$ cat src/rtl/tpt_pkg.sv
// shared types and constants for the tlb page table translator
package tpt_pkg;

  localparam int ADDR_W  = 16;
  localparam int TAG_W   = 8;
  localparam int FRAME_W = 8;
  localparam int STAMP_W = 32;
  localparam int FREE_W  = 9;

  localparam logic [FREE_W-1:0]  FREE_MAX  = 9'd511;
  localparam logic [STAMP_W-1:0] STAMP_MAX = 32'hffff_ffff;

  typedef struct packed {
    logic [ADDR_W-1:0] virtual_address;
  } va_beat_t;

  typedef struct packed {
    logic [ADDR_W-1:0] physical_address;
    logic              tlb_hit;
    logic              page_fault;
  } pa_beat_t;

  typedef struct packed {
    logic [TAG_W-1:0]   tag;
    logic [FRAME_W-1:0] frame;
    logic [STAMP_W-1:0] tick;
    logic               touch;
  } cell_cmd_t;

  typedef struct packed {
    logic               vld;
    logic [STAMP_W-1:0] stamp;
  } scan_t;

  typedef struct packed {
    logic               rd;
    logic               wr;
    logic [FRAME_W-1:0] frame;
  } pt_req_t;

  typedef struct packed {
    logic               mapped;
    logic [FRAME_W-1:0] frame;
  } pt_rsp_t;

endpackage

$ cat src/rtl/tpt_if.sv
// valid/ready channels for virtual and physical address beats
interface tpt_va_if import tpt_pkg::*; ();
  logic     valid;
  logic     ready;
  va_beat_t payload;

  modport source (output valid, output payload, input ready);
  modport sink (input valid, input payload, output ready);
endinterface

interface tpt_pa_if import tpt_pkg::*; ();
  logic     valid;
  logic     ready;
  pa_beat_t payload;

  modport source (output valid, output payload, input ready);
  modport sink (input valid, input payload, output ready);
endinterface

$ cat src/rtl/tpt_addr_split.sv
// four stage split of a virtual address into page and offset by constant division
module tpt_addr_split import tpt_pkg::*; #(
  parameter int PAGE_COUNT = 256,
  parameter int PAGE_BYTES = 256
) (
  input  logic                          clk_i,
  input  logic                          rst_ni,
  input  logic                          vld_i,
  input  logic [ADDR_W-1:0]             va_i,
  output logic                          vld_o,
  output logic [$clog2(PAGE_COUNT)-1:0] page_o,
  output logic [$clog2(PAGE_BYTES)-1:0] off_o
);

  localparam int PAGE_W   = $clog2(PAGE_COUNT);
  localparam int OFF_W    = $clog2(PAGE_BYTES);
  localparam int ADDR_MAX = (1 << ADDR_W) - 1;
  localparam int Q_W      = $clog2(ADDR_MAX / PAGE_BYTES + 1);
  localparam longint unsigned RECIP_B = (64'd1 << 32) / PAGE_BYTES;
  localparam longint unsigned RECIP_P = (64'd1 << 32) / PAGE_COUNT;
  localparam int RB_W = $clog2(RECIP_B + 1);
  localparam int RP_W = $clog2(RECIP_P + 1);
  localparam int P1_W = ADDR_W + RB_W;
  localparam int P2_W = Q_W + RP_W;
  localparam int R_W  = ADDR_W + 1;
  localparam int M_W  = Q_W + PAGE_W + 1;

  logic [3:0]          vld_q;
  logic [ADDR_W-1:0]   s1_va_q;
  logic [Q_W-1:0]      s1_q_q;
  logic [Q_W-1:0]      s2_q_q;
  logic [OFF_W-1:0]    s2_off_q;
  logic [Q_W-1:0]      s3_p_q;
  logic [Q_W-1:0]      s3_q_q;
  logic [OFF_W-1:0]    s3_off_q;
  logic [PAGE_W-1:0]   s4_page_q;
  logic [OFF_W-1:0]    s4_off_q;

  logic [P1_W-1:0]     prod1;
  logic [P2_W-1:0]     prod2;
  logic [R_W-1:0]      rem1;
  logic [Q_W-1:0]      q1_d;
  logic [OFF_W-1:0]    off_d;
  logic [M_W-1:0]      rem2;
  logic [PAGE_W-1:0]   page_d;

  assign prod1 = P1_W'(va_i) * P1_W'(RECIP_B);
  assign prod2 = P2_W'(s2_q_q) * P2_W'(RECIP_P);

  always_comb begin
    rem1 = R_W'(s1_va_q) - R_W'(s1_q_q) * R_W'(PAGE_BYTES);
    q1_d = s1_q_q;
    off_d = OFF_W'(rem1);
    if (rem1 >= R_W'(PAGE_BYTES)) begin
      q1_d = s1_q_q + Q_W'(1);
      off_d = OFF_W'(rem1 - R_W'(PAGE_BYTES));
    end
  end

  always_comb begin
    rem2 = M_W'(s3_q_q) - M_W'(s3_p_q) * M_W'(PAGE_COUNT);
    if (rem2 >= M_W'(PAGE_COUNT)) begin
      rem2 = rem2 - M_W'(PAGE_COUNT);
    end
    page_d = PAGE_W'(rem2);
  end

  always_ff @(posedge clk_i or negedge rst_ni) begin
    if (!rst_ni) begin
      vld_q <= '0;
    end else begin
      vld_q <= {vld_q[2:0], vld_i};
    end
  end

  always_ff @(posedge clk_i) begin
    if (vld_i) begin
      s1_va_q <= va_i;
      s1_q_q  <= Q_W'(prod1 >> 32);
    end
    if (vld_q[0]) begin
      s2_q_q   <= q1_d;
      s2_off_q <= off_d;
    end
    if (vld_q[1]) begin
      s3_p_q   <= Q_W'(prod2 >> 32);
      s3_q_q   <= s2_q_q;
      s3_off_q <= s2_off_q;
    end
    if (vld_q[2]) begin
      s4_page_q <= page_d;
      s4_off_q  <= s3_off_q;
    end
  end

  assign vld_o  = vld_q[3];
  assign page_o = s4_page_q;
  assign off_o  = s4_off_q;

endmodule

$ cat src/rtl/tpt_tlb_cell.sv
// one tlb entry with tag compare, stamp update and a link of the victim scan chain
module tpt_tlb_cell import tpt_pkg::*; #(
  parameter int IDX_W = 4,
  parameter int IDX   = 0
) (
  input  logic               clk_i,
  input  logic               rst_ni,
  input  cell_cmd_t          cmd_i,
  input  logic               fill_i,
  input  scan_t              scan_i,
  input  logic [IDX_W-1:0]   scan_idx_i,
  output scan_t              scan_o,
  output logic [IDX_W-1:0]   scan_idx_o,
  output logic               hit_o,
  output logic [FRAME_W-1:0] frame_o
);

  logic               valid_q;
  logic [STAMP_W-1:0] stamp_q;
  logic [TAG_W-1:0]   tag_q;
  logic [FRAME_W-1:0] frame_q;
  logic               scan_vld_q;
  logic [STAMP_W-1:0] scan_stamp_q;
  logic [IDX_W-1:0]   scan_idx_q;

  assign hit_o   = valid_q && (tag_q == cmd_i.tag);
  assign frame_o = frame_q;

  always_ff @(posedge clk_i or negedge rst_ni) begin
    if (!rst_ni) begin
      valid_q    <= 1'b0;
      stamp_q    <= '0;
      scan_vld_q <= 1'b0;
    end else begin
      scan_vld_q <= scan_i.vld;
      if (fill_i) begin
        valid_q <= 1'b1;
        stamp_q <= cmd_i.tick;
      end else if (cmd_i.touch && hit_o) begin
        stamp_q <= cmd_i.tick;
      end
    end
  end

  always_ff @(posedge clk_i) begin
    if (fill_i) begin
      tag_q   <= cmd_i.tag;
      frame_q <= cmd_i.frame;
    end
    // strict compare keeps the lower index on a tie
    if (scan_i.vld) begin
      if (stamp_q < scan_i.stamp) begin
        scan_stamp_q <= stamp_q;
        scan_idx_q   <= IDX_W'(IDX);
      end else begin
        scan_stamp_q <= scan_i.stamp;
        scan_idx_q   <= scan_idx_i;
      end
    end
  end

  assign scan_o     = '{vld: scan_vld_q, stamp: scan_stamp_q};
  assign scan_idx_o = scan_idx_q;

endmodule

$ cat src/rtl/tpt_page_table.sv
// page table memory with mapped flag and a clearing pass after reset
module tpt_page_table import tpt_pkg::*; #(
  parameter int PAGE_COUNT = 256
) (
  input  logic                          clk_i,
  input  logic                          rst_ni,
  input  pt_req_t                       req_i,
  input  logic [$clog2(PAGE_COUNT)-1:0] addr_i,
  output pt_rsp_t                       rsp_o,
  output logic                          busy_o
);

  localparam int PAGE_W = $clog2(PAGE_COUNT);

  pt_rsp_t           mem_q [PAGE_COUNT];
  pt_rsp_t           rdata_q;
  logic              busy_q;
  logic [PAGE_W-1:0] clr_q;

  logic              wr_en;
  logic [PAGE_W-1:0] wr_addr;
  pt_rsp_t           wr_data;

  always_comb begin
    wr_en   = busy_q || req_i.wr;
    wr_addr = busy_q ? clr_q : addr_i;
    wr_data = '0;
    if (!busy_q) begin
      wr_data = '{mapped: 1'b1, frame: req_i.frame};
    end
  end

  always_ff @(posedge clk_i) begin
    if (wr_en) begin
      mem_q[wr_addr] <= wr_data;
    end
    if (req_i.rd) begin
      rdata_q <= mem_q[addr_i];
    end
  end

  always_ff @(posedge clk_i or negedge rst_ni) begin
    if (!rst_ni) begin
      busy_q <= 1'b1;
      clr_q  <= '0;
    end else if (busy_q) begin
      if (clr_q == PAGE_W'(PAGE_COUNT - 1)) begin
        busy_q <= 1'b0;
      end else begin
        clr_q <= clr_q + PAGE_W'(1);
      end
    end
  end

  assign rsp_o  = rdata_q;
  assign busy_o = busy_q;

endmodule

$ cat src/rtl/tlb_page_table_translator.sv
// top level: tlb backed demand paging address translator
//
// usage
//   va_i carries one virtual address per beat, pa_o returns one result beat
//   per address: physical address, tlb hit flag and page fault flag.
//   the block works on one address at a time; va_i.ready is high only while
//   the translator is idle, also when a finished result still waits on pa_o.
// hit and miss path
//   tlb hit: the result is set by the four stage page/offset split (constant
//   division) plus the parallel tag compare of all cells.
//   tlb miss: the victim scan then crosses the cell chain one cell per cycle
//   while the page table read completes.
// reset
//   all tlb entries invalid, stamps, tick and free frame counter zero. the
//   page table then runs a clearing pass over all PAGE_COUNT entries, during
//   which va_i.ready stays low.
// stall
//   a result waiting on pa_o holds; the next address is accepted but its
//   result is held back until the waiting beat is taken.
module tlb_page_table_translator import tpt_pkg::*; #(
  parameter int TLB_ENTRIES = 16,
  parameter int PAGE_COUNT  = 256,
  parameter int PAGE_BYTES  = 256
) (
  input  logic     clk_i,
  input  logic     rst_ni,
  tpt_va_if.sink   va_i,
  tpt_pa_if.source pa_o
);

  localparam int IDX_W  = $clog2(TLB_ENTRIES);
  localparam int PAGE_W = $clog2(PAGE_COUNT);
  localparam int OFF_W  = $clog2(PAGE_BYTES);
  localparam int PA_W   = FRAME_W + OFF_W + 1;

  typedef enum logic [1:0] {
    ST_IDLE,
    ST_SPLIT,
    ST_SCAN,
    ST_RESP
  } state_e;

  state_e             state_q;
  logic [STAMP_W-1:0] tick_q;
  logic [FREE_W-1:0]  nff_q;
  logic [FRAME_W-1:0] res_frame_q;
  logic               hit_q;
  logic               fault_q;
  logic               out_vld_q;
  pa_beat_t           out_q;

  logic               in_acc;
  logic               split_vld;
  logic [PAGE_W-1:0]  page;
  logic [OFF_W-1:0]   off;
  logic               pt_busy;
  pt_req_t            pt_req;
  pt_rsp_t            pt_rsp;

  cell_cmd_t              cmd;
  logic [TLB_ENTRIES-1:0] hit_vec;
  logic [TLB_ENTRIES-1:0] fill_vec;
  logic [FRAME_W-1:0]     frame_arr [TLB_ENTRIES];
  scan_t                  scan [TLB_ENTRIES+1];
  logic [IDX_W-1:0]       scan_idx [TLB_ENTRIES+1];

  logic               hit_any;
  logic [FRAME_W-1:0] hit_frame;
  logic               lookup;
  logic               miss;
  logic               scan_done;
  logic               fill_go;
  logic [FRAME_W-1:0] frame_sel;
  logic [PA_W-1:0]    pa_full;
  logic               out_load;

  assign in_acc     = va_i.valid && va_i.ready;
  assign va_i.ready = (state_q == ST_IDLE) && !pt_busy;

  tpt_addr_split #(
    .PAGE_COUNT (PAGE_COUNT),
    .PAGE_BYTES (PAGE_BYTES)
  ) u_split (
    .clk_i  (clk_i),
    .rst_ni (rst_ni),
    .vld_i  (in_acc),
    .va_i   (va_i.payload.virtual_address),
    .vld_o  (split_vld),
    .page_o (page),
    .off_o  (off)
  );

  always_comb begin
    hit_frame = '0;
    for (int i = 0; i < TLB_ENTRIES; i++) begin
      hit_frame = hit_frame | (frame_arr[i] & {FRAME_W{hit_vec[i]}});
    end
  end

  assign hit_any   = |hit_vec;
  assign lookup    = (state_q == ST_SPLIT) && split_vld;
  assign miss      = lookup && !hit_any;
  assign scan_done = scan[TLB_ENTRIES].vld;
  assign fill_go   = (state_q == ST_SCAN) && scan_done;
  assign frame_sel = pt_rsp.mapped ? pt_rsp.frame : nff_q[FRAME_W-1:0];
  assign out_load  = (state_q == ST_RESP) && (!out_vld_q || pa_o.ready);

  assign cmd = '{tag: TAG_W'(page), frame: frame_sel, tick: tick_q, touch: lookup};

  // scan enters at the first cell holding the highest stamp and index zero
  assign scan[0]     = '{vld: miss, stamp: STAMP_MAX};
  assign scan_idx[0] = '0;

  for (genvar g = 0; g < TLB_ENTRIES; g++) begin : g_cell
    assign fill_vec[g] = fill_go && (scan_idx[TLB_ENTRIES] == IDX_W'(g));

    tpt_tlb_cell #(
      .IDX_W (IDX_W),
      .IDX   (g)
    ) u_cell (
      .clk_i      (clk_i),
      .rst_ni     (rst_ni),
      .cmd_i      (cmd),
      .fill_i     (fill_vec[g]),
      .scan_i     (scan[g]),
      .scan_idx_i (scan_idx[g]),
      .scan_o     (scan[g+1]),
      .scan_idx_o (scan_idx[g+1]),
      .hit_o      (hit_vec[g]),
      .frame_o    (frame_arr[g])
    );
  end

  assign pt_req = '{rd: miss, wr: fill_go && !pt_rsp.mapped, frame: nff_q[FRAME_W-1:0]};

  tpt_page_table #(
    .PAGE_COUNT (PAGE_COUNT)
  ) u_pt (
    .clk_i  (clk_i),
    .rst_ni (rst_ni),
    .req_i  (pt_req),
    .addr_i (page),
    .rsp_o  (pt_rsp),
    .busy_o (pt_busy)
  );

  assign pa_full = PA_W'(res_frame_q) * PA_W'(PAGE_BYTES) + PA_W'(off);

  always_ff @(posedge clk_i or negedge rst_ni) begin
    if (!rst_ni) begin
      state_q     <= ST_IDLE;
      tick_q      <= '0;
      nff_q       <= '0;
      res_frame_q <= '0;
      hit_q       <= 1'b0;
      fault_q     <= 1'b0;
      out_vld_q   <= 1'b0;
      out_q       <= '0;
    end else begin
      if (out_load) begin
        out_vld_q <= 1'b1;
        out_q     <= '{physical_address: ADDR_W'(pa_full),
                       tlb_hit: hit_q,
                       page_fault: fault_q};
      end else if (pa_o.ready) begin
        out_vld_q <= 1'b0;
      end
      case (state_q)
        ST_IDLE: begin
          if (in_acc) begin
            if (tick_q != STAMP_MAX) begin
              tick_q <= tick_q + STAMP_W'(1);
            end
            state_q <= ST_SPLIT;
          end
        end
        ST_SPLIT: begin
          if (split_vld) begin
            hit_q <= hit_any;
            if (hit_any) begin
              res_frame_q <= hit_frame;
              fault_q     <= 1'b0;
              state_q     <= ST_RESP;
            end else begin
              state_q <= ST_SCAN;
            end
          end
        end
        ST_SCAN: begin
          if (scan_done) begin
            res_frame_q <= frame_sel;
            fault_q     <= !pt_rsp.mapped;
            if (!pt_rsp.mapped && (nff_q != FREE_MAX)) begin
              nff_q <= nff_q + FREE_W'(1);
            end
            state_q <= ST_RESP;
          end
        end
        ST_RESP: begin
          if (out_load) begin
            state_q <= ST_IDLE;
          end
        end
        default: begin
          state_q <= ST_IDLE;
        end
      endcase
    end
  end

  assign pa_o.valid   = out_vld_q;
  assign pa_o.payload = out_q;

endmodule

$ cat src/flat_wrapper.sv
// flat-port wrapper written by rule: the top's interface ports become plain ports
module tlb_page_table_translator_flat import tpt_pkg::*;
#(
  parameter int TLB_ENTRIES = 16,
  parameter int PAGE_COUNT  = 256,
  parameter int PAGE_BYTES  = 256
)
  (clk_i, rst_ni, va_i_valid, va_i_payload, va_i_ready, pa_o_valid, pa_o_payload, pa_o_ready);
  tpt_va_if va_i_i ();
  tpt_pa_if pa_o_i ();
  input  logic clk_i;
  input  logic rst_ni;
  input wire logic [$bits(va_i_i.valid)-1:0] va_i_valid;
  input wire logic [$bits(va_i_i.payload)-1:0] va_i_payload;
  output wire logic [$bits(va_i_i.ready)-1:0] va_i_ready;
  output wire logic [$bits(pa_o_i.valid)-1:0] pa_o_valid;
  output wire logic [$bits(pa_o_i.payload)-1:0] pa_o_payload;
  input wire logic [$bits(pa_o_i.ready)-1:0] pa_o_ready;
  assign va_i_i.valid = va_i_valid;
  assign va_i_i.payload = va_i_payload;
  assign va_i_ready = va_i_i.ready;
  assign pa_o_valid = pa_o_i.valid;
  assign pa_o_payload = pa_o_i.payload;
  assign pa_o_i.ready = pa_o_ready;
  tlb_page_table_translator #(.TLB_ENTRIES(TLB_ENTRIES), .PAGE_COUNT(PAGE_COUNT), .PAGE_BYTES(PAGE_BYTES)) u_core (.clk_i(clk_i), .rst_ni(rst_ni), .va_i(va_i_i), .pa_o(pa_o_i));
endmodule
$ cat config.mk
export PLATFORM = sky130hd
export DESIGN_NAME = tlb_page_table_translator_flat
export DESIGN_NICKNAME = d
export VERILOG_FILES = /design/src/rtl/tpt_pkg.sv /design/src/rtl/tpt_if.sv /design/src/rtl/tpt_addr_split.sv /design/src/rtl/tpt_tlb_cell.sv /design/src/rtl/tpt_page_table.sv /design/src/rtl/tlb_page_table_translator.sv /design/src/flat_wrapper.sv
export SDC_FILE = /design/constraint.sdc
export NUM_CORES = 2
export LEC_CHECK = 0
export BUFFER_PORTS_ARGS = -buffer_cell sky130_fd_sc_hd__buf_2
export CAP_MARGIN = 20
export CORE_MARGIN = 2
export CORE_UTILIZATION = 30
export CTS_CLUSTER_SIZE = 40
export DETAILED_ROUTE_END_ITERATION = 8
export SLEW_MARGIN = 5
export SYNTH_ARGS = -nofsm -noshare
export SYNTH_HDL_FRONTEND = slang
export SYNTH_SLANG_ARGS = --single-unit
$ cat constraint.sdc
create_clock -name clk_i -period 11.6 [get_ports clk_i]
set_clock_uncertainty 0.05 [all_clocks]
set_input_delay 3.48 -clock clk_i [delete_from_list [all_inputs] [get_ports clk_i]]
set_output_delay 3.48 -clock clk_i [all_outputs]
set_load 0.02 [all_outputs]
==> summary.md <==
| Metric | Value |
|---|---|
| Status | `completed` |
| Overflow after GRT | `0` |
| Max Transition Viols Final | `0` |
| Synth unique cells | `71` |
| Core area | `531500 um^2` |
| Worst vdd ir | `129.8 uV` |
| Setup Buffers After CTS | `0` |
| Site row count | `268` |
| Commonest non-fill, non-tap cell in the layout | `edfxtp_1` |
| Final nets | `9752` |
| Place WS | `5.814 ns` |
| Drt total wl | `392800 um` |
| Clk sinks | `3791` |
| Main combinational cell family by area after synthesis | `multiplexers` |
| Clock-pin slew on the worst setup and hold paths | `0.06 ns` |
| Die area | `538500 um^2` |
| H-tree depth | `5` |
| Total track usage | `0.1422` |
| Total CTS buffers | `375` |
| Final period util | `0.5479` |
| CTS Buffer Depth | `4` |
| Xor/xnor cell area share of the yosys netlist | `0.009428` |
| Simple-gate share of the synthesized area | `0.03636` |
| Synth Area in Adders | `0.03712` |
| Asr flop ratio synth | `0.1659` |
| Post-DR wirelength/cell | `23.66 um` |
| DR vias/cell | `4.907` |
| Worst R2R Setup Slack | `6.59 ns` |
| F_max | `0.1573 GHz` |
| Startpoint types | `flop` |
| Height of the die | `733.8 um` |
| Overall Power | `26.92 mW` |
| Synth Register Bits | `3791` |
| Worst setup EP type | `primary output` |
| Worst-skew pair later-pin latency | `0.99 ns` |
| Vias in the first global route | `81.44k` |
| CTS root buffer | `clkbuf_16` |
| Pre-Repair DR Iteration Count | `5` |
| First-pass GRT wire length | `575500 um` |
| CTS tree | `built` |
| Mux contribution to synthesized area | `0.1664` |
| Crit Path Max Fanout | `36` |
| Post-Syn Area per Cell | `17.64 um^2` |
| Hold Buf Count CTS | `0` |
| Gpl congestion | `0.7932` |
| Synth Area in Compound Gates | `0.03086` |
| DR iter-0 viols | `8391` |
| EDFF count, synth | `3162` |
| Chip Width | `733.8 um` |
| Starting Density | `0.3006` |
| Min-delay src | `u_core.u_split.s1_va_q[11]` |
| Top_reg_cell synth | `edfxtp_1` |
| Worst Setup SP | `u_core.u_pt.busy_o` |
| Residual DRC | `0` |
| RSZ-0062 raised after global routing | `false` |
| Syn_nets | `9551` |
| Max_slew headroom | `0.2308` |
| Final Setup Violations | `0` |
| Crit path DAT | `2.83 ns` |
| Mapped Cells | `9057` |
| IO Port Bufs | `39` |
| Req. time, crit path | `8.07 ns` |
| Worst-Margin Slew | `1.150 ns` |
| I/O pins | `40` |
| Fin crit period | `6.356 ns` |
| P&R area growth vs syn | `13.72%` |
| Initial antenna violation count | `31` |
| DP HPWL | `237400 um` |
| Synth warn | `0` |
| Max cap viols | `0` |
| Pwr Density | `148.2 nW/um^2` |
| Final setup margin | `5.244 ns` |
| HP Class | `flop to flop` |
| Largest net degree at the start of global routing | `153` |
| FF-to-FF Start | `u_core.u_pt.busy_o` |
| Most frequent cells in the layout | `edfxtp_1, mux2_2, mux4_2, dfrtp_1, inv_1` |
| Register area share after synthesis | `0.6927` |
| Final ANT Viol Nets | `0` |
| CTS resizes | `0` |
| Finished Core Util | `0.3419` |
| Syn Std Cell Area | `159800 um^2` |
| Final setup TNS | `0 ns` |
| Final hold vios | `0` |
| Placed Instances | `15.89k` |
| Setup CP Type | `flop to primary output` |
| Non-filler cells, final | `16.60k` |
| Layout cells sized above 1 | `0.2649` |
| LEAKAGE | `63.90 nW` |
| Vias | `81.46k` |
## metal layers
layer  up-vias  global-route usage  part of all wire
met5         -                   0          0.000041
met4         2             0.03930             0.027
met3       543             0.02152             0.060
met2      2440              0.2321              0.48
met1     42754              0.1976              0.44
li1      35723                   -                 -
## worst max-delay path, cell delays in order (launching register included)
cell,delay [ns]
dfstp_2,1.19
nor2b_1,0.25
buf_6,0.23
buf_2,0.17
## cell type report
type	instances	area (um^2)
inverters	583	2201
clock buffers	486	10190
multi-input cells	4207	45210
diodes	8	20.02
well taps	7020	8783
clock inverters	206	2143
fillers	49847	349800
flip-flops and latches	3791	110700
repair buffers	300	2452
## kinds of logic after synthesis
kind of cell	Yosys count
AND/OR/NAND/NOR	1204
flip-flops	3791
multiplexers	1648
AO/OA/AOI/OAI	709
adder cells (fa/ha/maj)	474
XOR/XNOR	172
buffers and inverters	1059
## per-stage QoR
step           hold WS (ns)  area (um^2)
2_1_floorplan        0.3503       159800
3_3_place_gp         0.3509       169000
3_5_place_dp         0.3545       169200
4_1_cts              0.3647       181500
5_1_grt              0.3629       181700
6_report             0.3593       181700
## synth_stat cells, drive strengths merged (10+ instances only)
master / instances / area share
a22o: 22 / 0.0012
buf: 257 / 0.0083
nor4: 14 / 0.00064
a22oi: 38 / 0.0018
a211oi: 28 / 0.0016
inv: 580 / 0.014
xor2: 27 / 0.0015
nor3: 31 / 0.0014
nand3: 47 / 0.0015
o21ai: 115 / 0.0036
mux2: 863 / 0.061
o211ai: 13 / 0.00061
xnor2: 145 / 0.0079
o31ai: 14 / 0.00072
nand3b: 10 / 0.00047
nand2: 346 / 0.0081
or3: 11 / 0.00043
mux4: 720 / 0.10
a21oi: 162 / 0.0051
edfxtp: 3162 / 0.59
o2111ai: 99 / 0.0054
a221oi: 24 / 0.0013
and3: 11 / 0.00043
and4: 19 / 0.0010
ha: 474 / 0.037
mux2i: 65 / 0.0041
nor2b: 54 / 0.0021
nand2b: 36 / 0.0014
or2: 32 / 0.0013
nor2: 370 / 0.0087
clkbuf: 219 / 0.0051
nand4: 211 / 0.0083
a21o: 143 / 0.0067
dfrtp: 628 / 0.098
## worst paths after layout
| check | endpoint | cells after the start |
|---|---|---|
| worst max-delay path | va_i_ready | 3 |
| worst min-delay path | u_core.u_split.s2_q_q[3] | 0 |
| worst max register to register | u_core.u_pt.mem_q[108][7] | 6 |
| worst min register to register | u_core.u_split.s2_q_q[3] | 0 |
| max in group asynchronous | u_core.g_cell[13].u_cell.valid_q | 3 |
| min in group asynchronous | u_core.g_cell[9].u_cell.stamp_q[20] | 1 |
## registers in the layout (all words and copies together) (netlist names), 2 cells and up
| name | flops |
|---|---|
| u_core.u_split.s3_off_q | 8 |
| u_core.g_cell.u_cell.stamp_q | 512 |
| u_core.state_q | 2 |
| u_core.u_pt.rsp_o | 9 |
| u_core.nff_q | 9 |
| u_core.g_cell.u_cell.tag_q | 128 |
| u_core.u_split.page_o | 8 |
| u_core.u_split.vld_q | 4 |
| u_core.pa_o.payload | 18 |
| u_core.u_pt.mem_q | 2304 |
| u_core.g_cell.u_cell.scan_vld_q | 16 |
| u_core.g_cell.u_cell.frame_o | 128 |
| u_core.g_cell.u_cell.scan_stamp_q | 480 |
| u_core.u_split.s2_q_q | 8 |
| u_core.u_pt.clr_q | 8 |
| u_core.g_cell.u_cell.valid_q | 16 |
| u_core.tick_q | 32 |
| u_core.res_frame_q | 8 |
| u_core.u_split.off_o | 8 |
| u_core.g_cell.u_cell.scan_idx_o | 49 |
| u_core.u_split.s2_off_q | 8 |
| u_core.u_split.s1_va_q | 16 |
| u_core.u_split.s3_q_q | 8 |
## power by group
group / leakage, nW / total [mW] / internal [mW] / switching, mW
sequential: 32.7 / 14.6 / 14.6 / 0
combinational: 25.2 / 0.0587 / 0.00530 / 0.0534
clock: 6.02 / 12.3 / 7.00 / 5.30
No activity file was read; power rests on OpenSTA's default activity.
